## config.mk

```make
export PLATFORM = sky130hd
export DESIGN_NAME = lru_key_value_cache
export DESIGN_NICKNAME = d
export VERILOG_FILES = /design/src/lkvc_pkg.sv /design/src/lkvc_cell.sv /design/src/lru_key_value_cache.sv
export SDC_FILE = /design/constraint.sdc
export NUM_CORES = 1
export LEC_CHECK = 0
export CORE_ASPECT_RATIO = 1.4
export CORE_MARGIN = 4
export CORE_UTILIZATION = 45
export DETAILED_ROUTE_END_ITERATION = 8
export DONT_BUFFER_PORTS = 1
export GPL_ROUTABILITY_DRIVEN = 1
export PLACE_DENSITY = 0.58
export SKIP_LAST_GASP = 1
export SYNTH_ARGS = -nofsm -noshare
export SYNTH_HDL_FRONTEND = slang
export SYNTH_HIERARCHICAL = 1
export SYNTH_SLANG_ARGS = --single-unit
```

## constraint.sdc

```tcl
create_clock -name clk -period 8.14 [get_ports clk]
set_input_delay 0.407 -clock clk [delete_from_list [all_inputs] [get_ports clk]]
set_output_delay 0.407 -clock clk [all_outputs]
set_load 0.02 [all_outputs]
```

## src/lkvc_pkg.sv

```systemverilog
// Shared types and constants for the LRU key-value cache.
`default_nettype none

package lkvc_pkg;

    localparam int DATA_W = 32;
    localparam int CAP_W  = 5;

    localparam logic [CAP_W-1:0]  CAP_RESET  = 5'd16;
    localparam logic [DATA_W-1:0] MISS_VALUE = '1;

    localparam logic CMD_GET = 1'b0;
    localparam logic CMD_SET = 1'b1;

    // Update control broadcast from the top level to every cell.
    typedef struct packed {
        logic upd;    // apply the update of the current word this cycle
        logic set;    // current word is a set
        logic hit;    // some cell matched the key
        logic evict;  // a new key must replace the least recent entry
    } cell_ctl_t;

endpackage

`default_nettype wire

```

## src/lkvc_cell.sv

```systemverilog
// One storage cell of the cache: valid mark, key, value, recency rank and match flag.
`default_nettype none

module lkvc_cell #(
    parameter int RW = 4
) (
    input  wire                          clk,
    input  wire                          rst_n,
    input  wire                          lookup,
    input  wire [lkvc_pkg::DATA_W-1:0]   look_key,
    input  wire lkvc_pkg::cell_ctl_t     ctl,
    input  wire [RW-1:0]                 hit_rank,
    input  wire [RW-1:0]                 old_rank,
    input  wire                          ins_here,
    input  wire [lkvc_pkg::DATA_W-1:0]   wr_key,
    input  wire [lkvc_pkg::DATA_W-1:0]   wr_value,
    output logic                         match,
    output logic [RW-1:0]                rank,
    output logic [lkvc_pkg::DATA_W-1:0]  data
);

    logic                        valid_reg, valid_next;
    logic                        match_reg, match_next;
    logic [RW-1:0]               rank_reg, rank_next;
    logic [lkvc_pkg::DATA_W-1:0] key_reg, key_next;
    logic [lkvc_pkg::DATA_W-1:0] value_reg, value_next;
    logic                        evicting;
    logic                        take;

    always_comb
    begin
        valid_next = valid_reg;
        match_next = match_reg;
        rank_next  = rank_reg;
        key_next   = key_reg;
        value_next = value_reg;
        evicting   = ctl.evict && valid_reg && (rank_reg == old_rank);
        take       = evicting || (!ctl.evict && ins_here);

        if (lookup)
        begin
            match_next = valid_reg && (key_reg == look_key);
        end

        if (ctl.upd)
        begin
            if (ctl.hit)
            begin
                // Touch: the matched entry becomes most recent, newer ones age by one.
                if (match_reg)
                begin
                    rank_next = '0;
                    if (ctl.set)
                    begin
                        value_next = wr_value;
                    end
                end
                else if (valid_reg && (rank_reg < hit_rank))
                begin
                    rank_next = rank_reg + RW'(1);
                end
            end
            else if (ctl.set)
            begin
                // Insert: the evicted or next free cell takes the new key, all others age.
                if (take)
                begin
                    valid_next = 1'b1;
                    key_next   = wr_key;
                    value_next = wr_value;
                    rank_next  = '0;
                end
                else if (valid_reg)
                begin
                    rank_next = rank_reg + RW'(1);
                end
            end
        end
    end

    always_ff @(posedge clk or negedge rst_n)
    begin
        if (!rst_n)
        begin
            valid_reg <= 1'b0;
            match_reg <= 1'b0;
        end
        else
        begin
            valid_reg <= valid_next;
            match_reg <= match_next;
        end
    end

    always_ff @(posedge clk)
    begin
        rank_reg  <= rank_next;
        key_reg   <= key_next;
        value_reg <= value_next;
    end

    assign match = match_reg;
    assign rank  = rank_reg;
    assign data  = value_reg;

endmodule

`default_nettype wire

```

## src/lru_key_value_cache.sv

```systemverilog
// Top level of the fully associative LRU key-value cache.
`default_nettype none

// Fully associative key-value cache with least-recently-used replacement, built as a row
// of MAX_ENTRIES cells. In the cycle a word is accepted every cell compares the key in
// parallel and registers its match flag; in the S_UPD state that follows, the matched rank
// and value are gathered and every cell applies its recency update (touch or insert with
// eviction). A new word is accepted only once S_UPD is left, so the cache holds one word at
// a time; a get whose result register is still full waits in S_UPD until out_ready takes
// the earlier result. Valid marks clear at reset, so the block is ready straight out of
// reset. The capacity register (cfg_data, reset 16, zero acts as 1, values above
// MAX_ENTRIES act as MAX_ENTRIES) may be written only while the cache is idle.

module lru_key_value_cache #(
    parameter int MAX_ENTRIES = 16
) (
    input  wire                                 clk,
    input  wire                                 rst_n,
    input  wire                                 cfg_valid,
    output logic                                cfg_ready,
    input  wire [lkvc_pkg::CAP_W-1:0]           cfg_data,
    input  wire                                 in_valid,
    output logic                                in_ready,
    input  wire                                 command,
    input  wire signed [lkvc_pkg::DATA_W-1:0]   key,
    input  wire signed [lkvc_pkg::DATA_W-1:0]   value,
    output logic                                out_valid,
    input  wire                                 out_ready,
    output logic                                hit,
    output logic signed [lkvc_pkg::DATA_W-1:0]  read_value
);

    localparam int RW   = (MAX_ENTRIES > 1) ? $clog2(MAX_ENTRIES) : 1;
    localparam int CW   = $clog2(MAX_ENTRIES + 1);
    localparam int CMPW = (CW > lkvc_pkg::CAP_W) ? CW : lkvc_pkg::CAP_W;

    typedef enum logic {
        S_IDLE,
        S_UPD
    } state_t;

    state_t                      state_reg, state_next;
    logic                        out_valid_reg, out_valid_next;
    logic                        hit_reg, hit_next;
    logic [lkvc_pkg::DATA_W-1:0] read_value_reg, read_value_next;
    logic [CW-1:0]               count_reg, count_next;
    logic [lkvc_pkg::CAP_W-1:0]  cap_reg;
    logic                        cmd_reg;
    logic [lkvc_pkg::DATA_W-1:0] key_reg;
    logic [lkvc_pkg::DATA_W-1:0] value_reg;

    logic                        accept;
    logic                        go;
    logic                        hit_any;
    logic [RW-1:0]               hit_rank;
    logic [lkvc_pkg::DATA_W-1:0] hit_value;
    logic [RW-1:0]               old_full;
    logic [CMPW-1:0]             cap_ext;
    logic [CMPW-1:0]             eff_cap;
    logic                        evict;
    lkvc_pkg::cell_ctl_t         ctl;

    logic [MAX_ENTRIES-1:0]                   cell_match;
    logic [RW-1:0]                            cell_rank [MAX_ENTRIES];
    logic [lkvc_pkg::DATA_W-1:0]              cell_data [MAX_ENTRIES];
    logic [MAX_ENTRIES-1:0]                   ins_here;

    assign cfg_ready = 1'b1;
    assign in_ready  = (state_reg == S_IDLE);
    assign accept    = in_valid && in_ready;
    assign go        = (state_reg == S_UPD)
                       && ((cmd_reg == lkvc_pkg::CMD_SET) || !out_valid_reg || out_ready);

    // Gather the matched entry; at most one cell matches.
    always_comb
    begin
        hit_any   = 1'b0;
        hit_rank  = '0;
        hit_value = '0;
        for (int i = 0; i < MAX_ENTRIES; i++)
        begin
            hit_any   = hit_any | cell_match[i];
            hit_rank  = hit_rank | (cell_rank[i] & {RW{cell_match[i]}});
            hit_value = hit_value | (cell_data[i] & {lkvc_pkg::DATA_W{cell_match[i]}});
        end
    end

    always_comb
    begin
        cap_ext  = CMPW'(cap_reg);
        old_full = RW'(count_reg - CW'(1));
        if (cap_reg == '0)
        begin
            eff_cap = CMPW'(1);
        end
        else if (cap_ext > CMPW'(MAX_ENTRIES))
        begin
            eff_cap = CMPW'(MAX_ENTRIES);
        end
        else
        begin
            eff_cap = cap_ext;
        end
        evict = (CMPW'(count_reg) >= eff_cap);
    end

    always_comb
    begin
        ctl.upd   = go;
        ctl.set   = (cmd_reg == lkvc_pkg::CMD_SET);
        ctl.hit   = hit_any;
        ctl.evict = evict;
    end

    // Valid entries always occupy the lowest slots, so the next free one is at count.
    for (genvar i = 0; i < MAX_ENTRIES; i++)
    begin : g_cell
        assign ins_here[i] = (count_reg == CW'(i));

        lkvc_cell #(
            .RW (RW)
        ) u_cell (
            .clk      (clk),
            .rst_n    (rst_n),
            .lookup   (accept),
            .look_key (key),
            .ctl      (ctl),
            .hit_rank (hit_rank),
            .old_rank (old_full),
            .ins_here (ins_here[i]),
            .wr_key   (key_reg),
            .wr_value (value_reg),
            .match    (cell_match[i]),
            .rank     (cell_rank[i]),
            .data     (cell_data[i])
        );
    end

    always_comb
    begin
        state_next      = state_reg;
        out_valid_next  = out_valid_reg;
        hit_next        = hit_reg;
        read_value_next = read_value_reg;
        count_next      = count_reg;

        if (out_valid_reg && out_ready)
        begin
            out_valid_next = 1'b0;
        end

        unique case (state_reg)
            S_IDLE:
            begin
                if (accept)
                begin
                    state_next = S_UPD;
                end
            end
            S_UPD:
            begin
                if (go)
                begin
                    state_next = S_IDLE;
                    if (cmd_reg == lkvc_pkg::CMD_GET)
                    begin
                        out_valid_next  = 1'b1;
                        hit_next        = hit_any;
                        read_value_next = hit_any ? hit_value : lkvc_pkg::MISS_VALUE;
                    end
                    else if (!hit_any && !evict)
                    begin
                        count_next = count_reg + CW'(1);
                    end
                end
            end
            default:
            begin
                state_next = S_IDLE;
            end
        endcase
    end

    always_ff @(posedge clk or negedge rst_n)
    begin
        if (!rst_n)
        begin
            state_reg      <= S_IDLE;
            out_valid_reg  <= 1'b0;
            hit_reg        <= 1'b0;
            read_value_reg <= '0;
            count_reg      <= '0;
        end
        else
        begin
            state_reg      <= state_next;
            out_valid_reg  <= out_valid_next;
            hit_reg        <= hit_next;
            read_value_reg <= read_value_next;
            count_reg      <= count_next;
        end
    end

    always_ff @(posedge clk or negedge rst_n)
    begin
        if (!rst_n)
        begin
            cap_reg <= lkvc_pkg::CAP_RESET;
        end
        else if (cfg_valid && cfg_ready)
        begin
            cap_reg <= cfg_data;
        end
    end

    always_ff @(posedge clk)
    begin
        if (accept)
        begin
            cmd_reg   <= command;
            key_reg   <= key;
            value_reg <= value;
        end
    end

    assign out_valid  = out_valid_reg;
    assign hit        = hit_reg;
    assign read_value = read_value_reg;

endmodule

`default_nettype wire

```

==> reports/results.tsv <==
stage	metric	value	unit
outcome	outcome	completed	
timing	Setup TNS	0	ps
timing	Hold Violations, Final	0	
die	I/O pins	111	
final_layout	Layout Cell Area excl Fill	57100	sq um
min_path	Hold EP	g_cell[14].u_cell/match	
critical_path	Crit-path slowest cell	and3_2	
yosys	ys async rst share	0.0626	
clock_tree	post-CTS resize count	0	
clock_tree	clock-pin slew on the worst setup and hold paths	60	ps
min_path	hold_sp	key[20]	
grt	vias in the first global route	29500	
route	routed vias/inst	5.80	
critical_path	WP buf/inv	6	
critical_path	worst path cell trace	buf_4 -> nor4_1 -> and4_2 -> buf_4 -> inv_1 -> buf_4 -> inv_1 -> nor2_1 -> a21oi_1 -> and3_2 -> buf_4	
timing	Final period util	0.607	
min_path	worst hold stages	4	
critical_path	Worst setup SP type	flop	
yosys	Syn Area/Cell	15.9	sq um
route	initial DRC count	2365	
grt	GRT overflow	0	
grt	GRT Total Usage	0.232	
yosys	Synth Net Count	3324	
route	drt drc	0	
route	routed wire length	138000	um
critical_path	CP Max Fanout	39	
power_and_ir_drop	P_leak	18.7	nW
timing	max-slew violations	0	
yosys	ranking of synthesized cells by area	edfxtp_1 (69%), xor2_1 (6.7%), xnor2_1 (3.9%)	
critical_path	CP Capture Type	flop	
route	antenna viol nets, final	0	
die	Site Rows	144	
route	drt pass-1 iters	5	
timing	fmax	0.202	GHz
yosys	post-synth cell types	41	
final_layout	commonest non-fill, non-tap cell in the layout	edfxtp_1	
clock_tree	CTS H-Tree Depth	3	
yosys	number of enable flip-flop cells after synthesis	1153	
die	initial core utilization	0.455	
grt	GR peak layer	met2	
clock_tree	Clock Tree Buf Depth	3	
yosys	sequential share of the synthesized area	0.726	
critical_path	R2R Path End	g_cell[11].u_cell/data[17]	
grt	largest net degree at the start of global routing	99	
clock_tree	CTS root buf	clkbuf_16	
place	Placed Area	52400	sq um
min_path	worst min path class	primary input to flop	
final_layout	register area	36600	sq um
place	RePlAce Congestion	0.845	
place	DP Wirelength	80400	um
critical_path	Worst setup startpoint	g_cell[3].u_cell/match	
grt	met3 usage	0.0307	
grt	antenna violations before repair	4	
yosys	FF+latch count, synth	1230	
critical_path	type of the worst setup path	flop to flop	
final_layout	final core occ	0.516	
clock_tree	CTS tree	yes	
route	DR vias	28500	
critical_path	Most common cell on crit path	buf_4	
final_layout	share of layout cells above drive strength 1	0.0926	
timing	Final Critical Period	4940	ps
grt	met2 Use GR	0.428	
yosys	area share of the largest cell type after synthesis	0.687	
critical_path	Arr. time, crit path	5350	ps
power_and_ir_drop	final total power	14.3	mW
power_and_ir_drop	peak supply drop	195	uV
yosys	prevailing post-synth register cell	edfxtp_1	
clock_tree	clock latency at the later pin of the worst-skew pair	720	ps
final_layout	commonest non-fill, non-tap cells in the layout	edfxtp_1 (1,153), xor2_1 (384), xnor2_1 (227)	
critical_path	Critical Path RT	8550	ps
final_layout	Area Growth Syn to Fin	13.3	%
final_layout	multi-input logic area	13200	sq um
critical_path	FF-to-FF path depth	11	
clock_tree	CTS sink cnt	1230	
die	Core ar.	111000	sq um
die	Die X-Extent	291	um
grt	first-pass GRT wire length	201000	um
yosys	Syn Inst Count	3174	
final_layout	nets	3494	
die	Die ar.	117000	sq um
yosys	Synth area leader	edfxtp_1	
timing	RSZ-0062 raised after global routing	false	
final_layout	final-layout fill cell count	9038	
critical_path	Crit path depth	11	
critical_path	family with the most delay on the worst path	buffers and inverters	
critical_path	biggest cell delay along the critical path	840	ps
yosys	Cell Area, Synth	50400	sq um
critical_path	RR Startpoint	g_cell[3].u_cell/match	
timing	final setup fails	0	
clock_tree	CTS buffer count	115	
power_and_ir_drop	P per Cell Area	251	nW/um^2
route	routed len/inst	28.2	um
timing	Least-Margin Pin Slew	1200	ps
grt	met1 Usage GRT	0.273	
critical_path	reg-to-reg slack, setup	3200	ps
flow_run	Max-Cap Viols	0	
timing	Slew HR	0.198	
yosys	yosys warns	6	
die	DIE HEIGHT	404	um
timing	clock skew	27.9	ps
place	# port buffers	0	
[worst min-delay path, cell delays in order]
cell     delay, ps
xnor2_1         50
nand4_1         70
or4_1          130
o22ai_2         80
[cells by family after synthesis]
logic type / after synthesis / share of synthesized area
flops: 1230 / 0.726
compound gates: 455 / 0.0680
mux: 6 / 0.00129
simple gates: 612 / 0.0648
other cells: 1 / 0.0000745
xor+xnor: 613 / 0.107
buf+inv: 182 / 0.0148
fa+ha+maj: 75 / 0.0186
[through the flow]
stage / hold slack, ps / std cells / worst slack [ps]
floorplan: 111 / 3174 / 2320
global placement: 117 / 4611 / 3320
detailed placement: 117 / 4611 / 3280
CTS: 12.2 / 4905 / 3260
global route: 44.6 / 4906 / 3060
finish: 76.5 / 4907 / 3200
[metal layers]
| layer | share of wire | routed length (um) |
|---|---|---|
| met4 | 0.040 | 5580 |
| met5 | 0 | 0 |
| met3 | 0.052 | 7140 |
| met1 | 0.38 | 51900 |
| met2 | 0.53 | 73800 |
[worst max path at each step]
stage / slack (ps) / end
after floorplan: 2320 / g_cell[0].u_cell/match
after global placement: 3320 / g_cell[11].u_cell/data[18]
after detailed placement: 3280 / g_cell[11].u_cell/data[11]
after CTS: 3260 / g_cell[11].u_cell/data[17]
after global routing: 3060 / g_cell[11].u_cell/data[20]
final: 3200 / g_cell[11].u_cell/data[17]
[Yosys cell counts (17+ instances only)]
library cell	instances
clkbuf_1	32
nand2_1	54
nand4_1	68
buf_2	25
o21ai_0	34
a22o_1	80
xor2_1	386
xnor2_1	227
and3_1	23
a22oi_1	128
nand2b_1	18
nor3_1	67
a221oi_1	80
ha_1	75
nor2b_1	51
nor4_1	84
nand3_1	98
edfxtp_1	1153
nor2_1	102
dfrtp_1	76
a21oi_1	82
inv_1	104
a21o_1	17
[area by class of cell]
class / instances / share of cell area
diodes: 2 / 0.0000877
clock inverters: 89 / 0.0157
inverters: 104 / 0.00684
flip-flops and latches: 1230 / 0.641
multi-input cells: 1762 / 0.231
repair buffers: 131 / 0.0211
well taps: 1460 / 0.0320
clock buffers: 129 / 0.0517
[what timing repair did]
action                    4_1_cts  5_1_grt
hold buffers                   76        0
setup buffers                   0        0
hold endpoints to repair      165        0
[power by group]
group	total [mW]	internal (mW)	switching (mW)
clock network	5.45	3.10	2.35
logic	1.33	0.502	0.824
registers	7.53	7.24	0.289
total	14.3	10.8	3.47
No activity file was read; power rests on OpenSTA's default activity.
